$ cat src/rtl/hkrb_pkg.sv
`timescale 1ns / 1ps
// ----------------------------------------------------------------------------
// HID boot keyboard report builder package
// Shared types, codes and constants for the report builder and its slot chain.
// ----------------------------------------------------------------------------
package hkrb_pkg;

    // Number of key slots in a boot protocol report.
    localparam int SLOT_MAX = 6;
    localparam int KEY_W    = 8;

    // Operation codes carried by a command beat.
    typedef enum logic [1:0] {
        FUNC_PRESS       = 2'd0,
        FUNC_RELEASE     = 2'd1,
        FUNC_RELEASE_ALL = 2'd2,
        FUNC_SEND        = 2'd3
    } func_t;

    // What a beat travelling down the slot chain asks each slot to do.
    typedef enum logic [1:0] {
        PH_SCAN  = 2'd0,
        PH_WRITE = 2'd1,
        PH_CLEAR = 2'd2
    } phase_t;

    // Input item.
    typedef struct packed {
        func_t            func;
        logic [KEY_W-1:0] key_code;
    } hkrb_cmd_t;

    // Result item.
    typedef struct packed {
        logic [KEY_W-1:0] modifier_mask;
        logic [KEY_W-1:0] key_slot_0;
        logic [KEY_W-1:0] key_slot_1;
        logic [KEY_W-1:0] key_slot_2;
        logic [KEY_W-1:0] key_slot_3;
        logic [KEY_W-1:0] key_slot_4;
        logic [KEY_W-1:0] key_slot_5;
    } hkrb_report_t;

    // Beat handed from one slot cell to the next.
    typedef struct packed {
        logic             valid;
        phase_t           phase;
        logic [KEY_W-1:0] key;
        logic             hit;   // some slot already holds the key
        logic             done;  // the key has been stored
    } hkrb_beat_t;

    // Usages 0xE0 through 0xE7 are the eight modifier keys.
    function automatic logic is_modifier(input logic [KEY_W-1:0] k);
        is_modifier = (k[KEY_W-1:3] == 5'b11100);
    endfunction

endpackage

$ cat src/rtl/hid_keyboard_report_builder_unit.sv
`timescale 1ns / 1ps
// ----------------------------------------------------------------------------
// HID boot keyboard report builder
// Keeps an 8-bit modifier mask and up to six key slots and emits the current
// boot protocol report on request.
// ----------------------------------------------------------------------------
//
//  Channel   Handshake              Payload                  Direction
//  -------   --------------------   ----------------------   ---------
//  command   start / busy           cmd   (hkrb_cmd_t)       in
//  report    report_valid strobe    report (hkrb_report_t)   out
//
// A command beat is taken at a rising edge with start high and busy low.
// Press and release of a modifier, release-all, send and a press of key code
// zero finish in the cycle they are taken; busy stays low and a new command
// may follow in the next cycle. A report appears on report_valid in the cycle
// after its send command and stays for exactly one cycle.
// A press of any other key makes two walks of the slot chain: one beat
// walks it to look for a duplicate, a second beat walks it again to store
// the key. A release of any other key makes one clearing walk. A beat
// moves along the chain one cell per cycle. Reset clears the mask and
// every slot at once; the report side has no back pressure.
//
module hid_keyboard_report_builder_unit #(
    parameter int SLOT_COUNT = hkrb_pkg::SLOT_MAX
) (
    input  logic                   clk,
    input  logic                   rst_n,
    input  logic                   start,
    input  hkrb_pkg::hkrb_cmd_t    cmd,
    output logic                   busy,
    output logic                   report_valid,
    output hkrb_pkg::hkrb_report_t report
);

    // Beat entering each cell; entry SLOT_COUNT is what leaves the last cell.
    hkrb_pkg::hkrb_beat_t                             beats [SLOT_COUNT+1];
    logic [hkrb_pkg::SLOT_MAX-1:0][hkrb_pkg::KEY_W-1:0] slots;
    logic [SLOT_COUNT:0]                              chain_valid;
    logic                                             clr_all;

    hkrb_ctrl u_ctrl (
        .clk          (clk),
        .rst_n        (rst_n),
        .start        (start),
        .cmd          (cmd),
        .busy         (busy),
        .inject       (beats[0]),
        .ret          (beats[SLOT_COUNT]),
        .clr_all      (clr_all),
        .slots        (slots),
        .report_valid (report_valid),
        .report       (report)
    );

    // The slot chain: cell i holds report slot i and passes each beat on to
    // cell i+1 in the following cycle. Slots from SLOT_COUNT upward report as empty.
    genvar gi;
    generate
        for (gi = 0; gi < hkrb_pkg::SLOT_MAX; gi++)
        begin : g_slot
            if (gi < SLOT_COUNT)
            begin : g_cell
                hkrb_cell u_cell (
                    .clk      (clk),
                    .rst_n    (rst_n),
                    .clr_all  (clr_all),
                    .beat_in  (beats[gi]),
                    .beat_out (beats[gi+1]),
                    .slot     (slots[gi])
                );
            end
            else
            begin : g_empty
                assign slots[gi] = '0;
            end
        end
        for (gi = 0; gi <= SLOT_COUNT; gi++)
        begin : g_valid
            assign chain_valid[gi] = beats[gi].valid;
        end
    endgenerate

    // Only one beat is ever in flight along the chain.
    assert property (@(posedge clk) disable iff (!rst_n)
        $onehot0(chain_valid))
        else $error("more than one beat in the slot chain");

    // A beat only travels while a command is being worked on.
    assert property (@(posedge clk) disable iff (!rst_n)
        beats[0].valid |-> busy)
        else $error("beat launched while idle");

    // The block goes idle only when a beat has come back from the chain end.
    assert property (@(posedge clk) disable iff (!rst_n)
        $fell(busy) |-> $past(beats[SLOT_COUNT].valid))
        else $error("busy dropped before the chain walk finished");

    // Every report is caused by a send command taken in the previous cycle.
    assert property (@(posedge clk) disable iff (!rst_n)
        report_valid |-> $past(start && !busy && (cmd.func == hkrb_pkg::FUNC_SEND)))
        else $error("report strobe without a send command");

endmodule

$ cat src/rtl/hkrb_cell.sv
`timescale 1ns / 1ps
// ----------------------------------------------------------------------------
// Key slot cell
// Holds one report slot and acts on the beat passing through, then hands the
// beat to the next cell in the following cycle.
// ----------------------------------------------------------------------------
module hkrb_cell (
    input  logic                       clk,
    input  logic                       rst_n,
    input  logic                       clr_all,
    input  hkrb_pkg::hkrb_beat_t       beat_in,
    output hkrb_pkg::hkrb_beat_t       beat_out,
    output logic [hkrb_pkg::KEY_W-1:0] slot
);

    logic [hkrb_pkg::KEY_W-1:0] slot_reg;
    logic [hkrb_pkg::KEY_W-1:0] slot_next;
    hkrb_pkg::hkrb_beat_t       beat_reg;
    hkrb_pkg::hkrb_beat_t       beat_next;
    logic                       match;
    logic                       empty;

    assign match = (slot_reg == beat_in.key);
    assign empty = (slot_reg == '0);

    always_comb
    begin
        slot_next = slot_reg;
        beat_next = beat_in;
        if (beat_in.valid)
        begin
            case (beat_in.phase)
                hkrb_pkg::PH_SCAN:
                begin
                    beat_next.hit = beat_in.hit | match;
                end
                hkrb_pkg::PH_WRITE:
                begin
                    // The lowest empty slot takes the key unless it is a duplicate.
                    if (!beat_in.hit && !beat_in.done && empty)
                    begin
                        slot_next      = beat_in.key;
                        beat_next.done = 1'b1;
                    end
                end
                hkrb_pkg::PH_CLEAR:
                begin
                    if (match)
                    begin
                        slot_next = '0;
                    end
                end
                default:
                begin
                    slot_next = slot_reg;
                end
            endcase
        end
        if (clr_all)
        begin
            slot_next = '0;
        end
    end

    always_ff @(posedge clk or negedge rst_n)
    begin
        if (!rst_n)
        begin
            slot_reg <= '0;
            beat_reg <= '0;
        end
        else
        begin
            slot_reg <= slot_next;
            beat_reg <= beat_next;
        end
    end

    assign beat_out = beat_reg;
    assign slot     = slot_reg;

endmodule

$ cat src/rtl/hkrb_ctrl.sv
`timescale 1ns / 1ps
// ----------------------------------------------------------------------------
// Report builder controller
// Decodes commands, keeps the modifier mask, launches beats into the slot
// chain and forms the report beat.
// ----------------------------------------------------------------------------
module hkrb_ctrl (
    input  logic                                            clk,
    input  logic                                            rst_n,
    input  logic                                            start,
    input  hkrb_pkg::hkrb_cmd_t                             cmd,
    output logic                                            busy,
    output hkrb_pkg::hkrb_beat_t                            inject,
    input  hkrb_pkg::hkrb_beat_t                            ret,
    output logic                                            clr_all,
    input  logic [hkrb_pkg::SLOT_MAX-1:0][hkrb_pkg::KEY_W-1:0] slots,
    output logic                                            report_valid,
    output hkrb_pkg::hkrb_report_t                          report
);

    typedef enum logic [1:0] {
        ST_IDLE,
        ST_SCAN,
        ST_WRITE,
        ST_CLEAR
    } state_t;

    state_t                     state_reg;
    hkrb_pkg::hkrb_beat_t       inject_reg;
    hkrb_pkg::hkrb_beat_t       inject_next;
    logic [hkrb_pkg::KEY_W-1:0] mods_reg;
    logic                       report_valid_reg;
    hkrb_pkg::hkrb_report_t     report_reg;
    logic                       accept;
    logic                       is_mod;

    assign accept  = start && (state_reg == ST_IDLE);
    assign is_mod  = hkrb_pkg::is_modifier(cmd.key_code);
    assign clr_all = accept && (cmd.func == hkrb_pkg::FUNC_RELEASE_ALL);

    // Beat launched into the chain in the next cycle, if any.
    always_comb
    begin
        inject_next = '0;
        case (state_reg)
            ST_IDLE:
            begin
                if (accept && !is_mod)
                begin
                    if ((cmd.func == hkrb_pkg::FUNC_PRESS) && (cmd.key_code != '0))
                    begin
                        inject_next = '{valid: 1'b1, phase: hkrb_pkg::PH_SCAN,
                                        key: cmd.key_code, hit: 1'b0, done: 1'b0};
                    end
                    else if (cmd.func == hkrb_pkg::FUNC_RELEASE)
                    begin
                        inject_next = '{valid: 1'b1, phase: hkrb_pkg::PH_CLEAR,
                                        key: cmd.key_code, hit: 1'b0, done: 1'b0};
                    end
                end
            end
            ST_SCAN:
            begin
                // The scan result comes back from the end of the chain and
                // rides along with the write beat.
                if (ret.valid)
                begin
                    inject_next = '{valid: 1'b1, phase: hkrb_pkg::PH_WRITE,
                                    key: ret.key, hit: ret.hit, done: 1'b0};
                end
            end
            default:
            begin
                inject_next = '0;
            end
        endcase
    end

    always_ff @(posedge clk or negedge rst_n)
    begin
        if (!rst_n)
        begin
            state_reg        <= ST_IDLE;
            inject_reg       <= '0;
            mods_reg         <= '0;
            report_valid_reg <= 1'b0;
            report_reg       <= '0;
        end
        else
        begin
            inject_reg       <= inject_next;
            report_valid_reg <= accept && (cmd.func == hkrb_pkg::FUNC_SEND);
            case (state_reg)
                ST_IDLE:
                begin
                    if (accept)
                    begin
                        case (cmd.func)
                            hkrb_pkg::FUNC_PRESS:
                            begin
                                if (is_mod)
                                begin
                                    mods_reg[cmd.key_code[2:0]] <= 1'b1;
                                end
                                else if (cmd.key_code != '0)
                                begin
                                    state_reg <= ST_SCAN;
                                end
                            end
                            hkrb_pkg::FUNC_RELEASE:
                            begin
                                if (is_mod)
                                begin
                                    mods_reg[cmd.key_code[2:0]] <= 1'b0;
                                end
                                else
                                begin
                                    state_reg <= ST_CLEAR;
                                end
                            end
                            hkrb_pkg::FUNC_RELEASE_ALL:
                            begin
                                mods_reg <= '0;
                            end
                            hkrb_pkg::FUNC_SEND:
                            begin
                                report_reg.modifier_mask <= mods_reg;
                                report_reg.key_slot_0    <= slots[0];
                                report_reg.key_slot_1    <= slots[1];
                                report_reg.key_slot_2    <= slots[2];
                                report_reg.key_slot_3    <= slots[3];
                                report_reg.key_slot_4    <= slots[4];
                                report_reg.key_slot_5    <= slots[5];
                            end
                            default:
                            begin
                                state_reg <= ST_IDLE;
                            end
                        endcase
                    end
                end
                ST_SCAN:
                begin
                    if (ret.valid)
                    begin
                        state_reg <= ST_WRITE;
                    end
                end
                ST_WRITE, ST_CLEAR:
                begin
                    if (ret.valid)
                    begin
                        state_reg <= ST_IDLE;
                    end
                end
                default:
                begin
                    state_reg <= ST_IDLE;
                end
            endcase
        end
    end

    assign busy         = (state_reg != ST_IDLE);
    assign inject       = inject_reg;
    assign report_valid = report_valid_reg;
    assign report       = report_reg;

endmodule
$ cat config.mk
export PLATFORM = sky130hd
export DESIGN_NAME = hid_keyboard_report_builder_unit
export DESIGN_NICKNAME = d
export VERILOG_FILES = /design/src/rtl/hkrb_pkg.sv /design/src/rtl/hid_keyboard_report_builder_unit.sv /design/src/rtl/hkrb_cell.sv /design/src/rtl/hkrb_ctrl.sv
export SDC_FILE = /design/constraint.sdc
export NUM_CORES = 1
export LEC_CHECK = 0
export ABC_AREA = 1
export ABC_CLOCK_PERIOD_IN_PS = 1600
export BUFFER_PORTS_ARGS = -buffer_cell sky130_fd_sc_hd__clkbuf_2
export CAP_MARGIN = 20
export CORE_UTILIZATION = 40
export CTS_CLUSTER_SIZE = 25
export DETAILED_ROUTE_END_ITERATION = 12
export GPL_TIMING_DRIVEN = 0
export PLACE_DENSITY = 0.57
export SETUP_SLACK_MARGIN = 0.05
export SYNTH_ARGS = -nofsm -noshare
export SYNTH_HDL_FRONTEND = slang
export SYNTH_SLANG_ARGS = --single-unit
$ cat constraint.sdc
create_clock -name clk -period 1.6 [get_ports clk]
set_clock_uncertainty 0.1 [all_clocks]
set_input_delay 0.16 -clock clk [delete_from_list [all_inputs] [get_ports clk]]
set_output_delay 0.16 -clock clk [all_outputs]
set_load 0.02 [all_outputs]
# --- Word level (Yosys, flattened, before mapping) ---
# Index checks and enable logic that the tools add are counted.
# W data, S select, Z words.
classes:
  n_reduce_logical: 70
  multipliers: 0
  div_mod_pow: 0
  addsub: 0
  shift: 0
  muxes: 72
  magnitude_cmp: 2
  eq_ne: 46
  n_bitwise: 9
ops:
  columns: ["cell", "count"]
  rows:
  - ["$mux W8", 26]
  - ["$pmux W8 S2", 6]
  - ["$mux W13", 4]
  - ["$eq A8 B8 Y1", 6]
  - ["$logic_not A8 Y1", 6]
  - ["$ne A3 B2 Y1 const B", 12]
  - ["$pmux W13 S2", 1]
  - ["$mux W2", 12]
  - ["$pmux W8 S3", 1]
  - ["$reduce_and A4 Y1", 6]
  - ["$reduce_bool A3 Y1", 7]
  - ["$eq A2 B2 Y1 const B", 10]
  - ["$mux W1", 19]
  - ["$logic_and A1 B1 Y1", 18]
  - ["$eq A2 B1 Y1 const B", 8]
  - ["$logic_not A2 Y1", 8]
  - ["$reduce_bool A2 Y1", 7]
  - ["$logic_not A1 Y1", 13]
  - ["$ne A3 B3 Y1 const B", 4]
  - ["$ne A2 B1 Y1 const B", 5]
  - ["$and A8 B8 Y8", 1]
  - ["$not A8 Y8", 1]
  - ["$or A8 B8 Y8", 1]
  - ["$reduce_bool A8 Y1", 1]
  - ["other kinds (11)", 16]
totals:
  romBits: 0
  latchBits: 0
  input_bits: 13
  mem_bits_rw: 0
  memories: 0
  ff_bits: 203

# --- Longest topological paths before layout ---
logic_depth:
  word_depth: 8
  mapped_depth: 11
  ltp_nobuf: 10

# --- Modules after synthesis ---
# From an unflattened synthesis, not the netlist that was laid out.
unflattened:
  cells_unflattened: 1059
  area_unflattened_um2: 9123.8
modules_own_cells:
  columns: ["mod", "area_per_inst_um2", "seq_area_each_um2", "instances", "cells_each"]
  rows:
  - ["hkrb_cell", 949.7, 525.5, 6, 109]
  - ["hkrb_ctrl", 3425.8, 1976.9, 1, 405]

# --- Worst setup path before layout ---
# Ideal clock, no wire load.
synth_timing:
  kind: "register to register"
  startpoint: "register u_ctrl.state_reg[1]"
  endpoint: "register g_slot[3].g_cell.u_cell.slot_reg (netlist bit g_slot[3].g_cell.u_cell.slot[2])"
  path_stages_with_launch: 12
  period_less_slack_ns: 1.492
  required_ns: 1.383
  path_slack_ns: 0.108
  t_arrival_ns: 1.275
  setup_time_ns: 0.117
  path_buffers: 1
  path_cell_list: "dfrtp_1 -> inv_2 -> nand2_4 -> nor2_8 -> nand2_8 -> buf_8 -> nand3_2 -> nand2_1 -> inv_2 -> nand3_4 -> nand2_1 -> nand2_1"
synth_between:
  elab_chain_cells: 5
  word_cells_on_any_way: 9
synth_rtl:
  columns: ["element", "line", "rtl"]
  rows:
  - ["start: declaration", "hkrb_ctrl.sv:28", "state_t state_reg;"]
  - ["start signal: assignment", "hkrb_ctrl.sv:83", "state_reg <= ST_IDLE;"]
  - ["start signal: assignment", "hkrb_ctrl.sv:107", "state_reg <= ST_SCAN;"]
  - ["start signal: assignment", "hkrb_ctrl.sv:118", "state_reg <= ST_CLEAR;"]
  - ["$logic_not A2 Y1 *", "hkrb_ctrl.sv:37", "assign accept = start && (state_reg == ST_IDLE);"]
  - ["$logic_and A1 B1 Y1 *", "hkrb_ctrl.sv:37", null]
  - ["$logic_and A1 B1 Y1 *", "hkrb_ctrl.sv:39", "assign clr_all = accept && (cmd.func == hkrb_pkg::FUNC_RELEASE_ALL);"]
  - ["$ne A3 B2 Y1 (no source line) (tied with other cells)", null, null]
  - ["$reduce_and A4 Y1 (no source line)", null, null]
  - ["end signal: assignment", "hkrb_cell.sv:74", "slot_reg <= slot_next;"]
  - ["end: declaration", "hkrb_cell.sv:16", "logic [hkrb_pkg::KEY_W-1:0] slot_reg;"]
# Every way passes the cells marked *; elsewhere a longest branch is shown, timed or not.
# A chain may end at the register's enable or synchronous reset.

# --- Worst setup path after layout ---
layout_timing:
  startpoint: "register u_ctrl.state_reg[0]"
  endpoint: "register u_ctrl.report_reg (netlist bit u_ctrl.report[30])"
layout_between:
  elab_chain_cells: 3
layout_rtl:
  columns: ["element", "line", "rtl"]
  rows:
  - ["$logic_not A2 Y1 *", "hkrb_ctrl.sv:37, hkrb_ctrl.sv:93", null]
  - ["$logic_and A1 B1 Y1", "hkrb_ctrl.sv:37", null]
  - ["$reduce_and A3 Y1 (no source line) *", null, null]
  - ["end: declaration", "hkrb_ctrl.sv:33", "hkrb_pkg::hkrb_report_t report_reg;"]
# Marked as above.

==> flow_summary.json <==
{
  "cap_violations": 0,
  "insertion_delay_ns": 0.51,
  "grt_pass1_vias": 6497,
  "clock_sinks": 202,
  "min_period_ns": 1.692,
  "cts.htree.levels": 1,
  "yosysSeqAreaShare": 0.5766,
  "vias": 6842,
  "power.density_nw_per_um2": 1404,
  "hold_path_end": "u_ctrl.inject[11]$_DFF_PN0_",
  "worstMarginPinSlew_ns": 0.7849,
  "track_usage": 0.1979,
  "leakage_nw": 6.060,
  "ys_async_sr_fraction": 1.000,
  "synth_fp_nets": 1034,
  "hold_start": "cmd[9]",
  "top_level_ports": 71,
  "power_mw": 16.10,
  "core_um2": 21220,
  "synth-edff-count": 0,
  "hold_violations": 0,
  "wl_per_cell_um": 15.87,
  "wl_met1_mm": 10.99,
  "syn_inst": 1013,
  "die_h_um": 150.0,
  "setup_tns_ns": -3.134,
  "fmax_ghz": 0.5910,
  "grt_pass1_wl_mm": 34.25,
  "yosys.cell_count.top_type": "nand2_1",
  "numCtsBuffers": 23,
  "synthTopCellsByArea": "dfrtp_1 58%, nand2_1 16%, inv_1 5.0%",
  "timing.final.max_slew_violations": 0,
  "min_path_type": "input port to register",
  "violations": "negative setup slack",
  "dr.pass1.iters": 4,
  "cts_root_buf": "clkbuf_16",
  "yosys.area.top_type": "dfrtp_1",
  "overflow": 0,
  "drive_gt1_frac": 0.2603,
  "cts_tree": "yes",
  "status": "finished, violations left",
  "ys_warn_count": 0,
  "max_slew_margin": 0.4767,
  "initial_core_util": 0.4131,
  "timing.final.ws_setup_ns": -0.09210,
  "ant_nets": 0,
  "critPathArrivalTime_ns": 1.99,
  "required_ns": 1.90,
  "r2r_start": "u_ctrl.state_reg[0]$_DFFE_PN0P_",
  "top_layer": "met4",
  "ys_top_cells_by_count": "380 x nand2_1, 202 x dfrtp_1, 117 x inv_1",
  "wl_met3_um": 845,
  "dieArea_um2": 22510,
  "finalSetupViolations": 68,
  "criticalPathCategory": "register to register",
  "whs_ns": 0.04370,
  "grt_max_degree": 72,
  "ys_seq_elements": 202,
  "viasPerCell": 4.742,
  "rows": 53,
  "r2r_end": "u_ctrl.report[30]$_DFFE_PN0P_",
  "synth_flop_cell": "dfrtp_1",
  "peakVddDrop_v": 0.0008232,
  "die_w_um": 150.0,
  "crit_fanout": 7,
  "period_share": 1.058,
  "numPortBuffers": 70,
  "syn_area_per_cell_um2": 8.653,
  "r2r_setup_slack_ns": -0.09,
  "worstHoldPathCells": 5,
  "drc_errors": 0,
  "r2r_cells": 9,
  "place_congestion": 0.8235,
  "area_growth_pct": 30.75,
  "routed_wl_mm": 22.90,
  "synth_area_um2": 8766,
  "cp-start-kind": "register",
  "wl_met2_mm": 10.59,
  "drt_iter0_markers": 353,
  "largest_register_ffs": 75,
  "antenna_found_initial": 0,
  "layout.nets": 1175,
  "synth_top_area_share": 0.5766,
  "cp-end-kind": "register",
  "num_antenna_cells": 0,
  "rsz0062_at_grt": "true",
  "cts_buffer_depth": 3,
  "hpwl_mm": 14.49,
  "ys_types": 33,
  "clkTransAtPathRegs_ns": 0.06
}
[report_power, final]
| group | internal, mW | switching [mW] | leakage, nW |
|---|---|---|---|
| Combinational | 1.67 | 2.46 | 2.91 |
| Sequential | 5.89 | 0.749 | 2.78 |
| Clock | 3.23 | 2.09 | 0.376 |
| Total | 10.8 | 5.30 | 6.06 |
[what timing repair did]
item	in CTS	in global routing
pin swaps	6	28
buffers inserted	9	11
cloned	2	12
hold buffers	10	0
setup endpoints to repair	113	119
resized for setup	50	187
hold endpoints to repair	73	0
[critical path: stages (launching register included)]
cell and delay, ns:
dfrtp_1 0.39, inv_2 0.08, nand2_4 0.07, nor2_8 0.18, buf_12 0.14, nand2_8 0.12, buf_12 0.22, clkbuf_16 0.17
nand2_2 0.05, nand2_1 0.05
[stage by stage]
stage / cells / setup slack, ns / utilization / instance area (µm²)
3_3_place_gp: 1358 / -3.691 / 0.4458 / 9460
6_report: 1443 / -0.09210 / 0.5401 / 11460
4_1_cts: 1420 / -0.01609 / 0.5020 / 10650
5_1_grt: 1443 / -0.1592 / 0.5401 / 11460
3_5_place_dp: 1360 / -0.3524 / 0.4488 / 9524
2_1_floorplan: 1013 / 0.1084 / - / 8766
[per-layer routing]
metal,up-vias,GRT usage
met5,-,0
met4,0,0.05909
met3,34,0.02652
li1,3426,-
met2,118,0.3097
met1,3264,0.2855
[cell type report]
cell class | instances | area (µm²)
plain buffers | 17 | 257.7
clock buffers | 33 | 673.1
clock inverters | 6 | 87.58
fillers | 1968 | 9759
inverters | 127 | 494.2
multi-input cells | 669 | 3577
flip-flops and latches | 202 | 5055
well taps | 275 | 344.1
repair buffers | 113 | 964.7
repair inverters | 1 | 7.507
[kinds of logic (layout without fill, tap and decap cells)]
group                      after synthesis  count (layout)  share of synthesized area
AOI/OAI and AO/OA                       70              70                    0.04211
buffers and inverters                  144             297                    0.06637
and+or+nand+nor                        565             567                     0.2795
adders and majority gates                8               8                    0.01142
DFF                                    202             202                     0.5766
xor gates and xnor gates                24              24                    0.02398
[how the worst max path moves through the flow]
stage | startpoint | endpoint | slack (ns) | cells past startpoint
final | u_ctrl.state_reg[0]$_DFFE_PN0P_ | u_ctrl.report[30]$_DFFE_PN0P_ | -0.09 | 9
after global routing | u_ctrl.state_reg[0]$_DFFE_PN0P_ | g_slot[2].g_cell.u_cell.slot[4]$_DFFE_PN0P_ | -0.16 | 11
after CTS | u_ctrl.state_reg[0]$_DFFE_PN0P_ | g_slot[4].g_cell.u_cell.slot[4]$_DFFE_PN0P_ | -0.02 | 11
after detailed placement | cmd[9] | u_ctrl.mods_reg[5]$_DFFE_PN0P_ | -0.35 | 8
after global placement | rst_n | u_ctrl.report[35]$_DFFE_PN0P_ | -3.69 | 1
after floorplan | u_ctrl.state_reg[1]$_DFFE_PN0P_ | g_slot[3].g_cell.u_cell.slot[2]$_DFFE_PN0P_ | 0.11 | 11
[placed cells by master, fill, tap and decap left out, drive strengths merged, types with 3 or more instances in the layout]
cell type,synthesis,layout
ha,8,8
nor2,60,60
o21ai,61,61
dfrtp,202,202
nand2,393,395
dlygate4sd3,0,10
xnor2,24,24
clkinv,2,4
clkbuf,5,113
or2,4,4
nand4,10,10
buf,12,40
o21bai,5,5
inv,125,126
nor3,3,3
nand3,94,94
(Power assumes the default switching activity.)
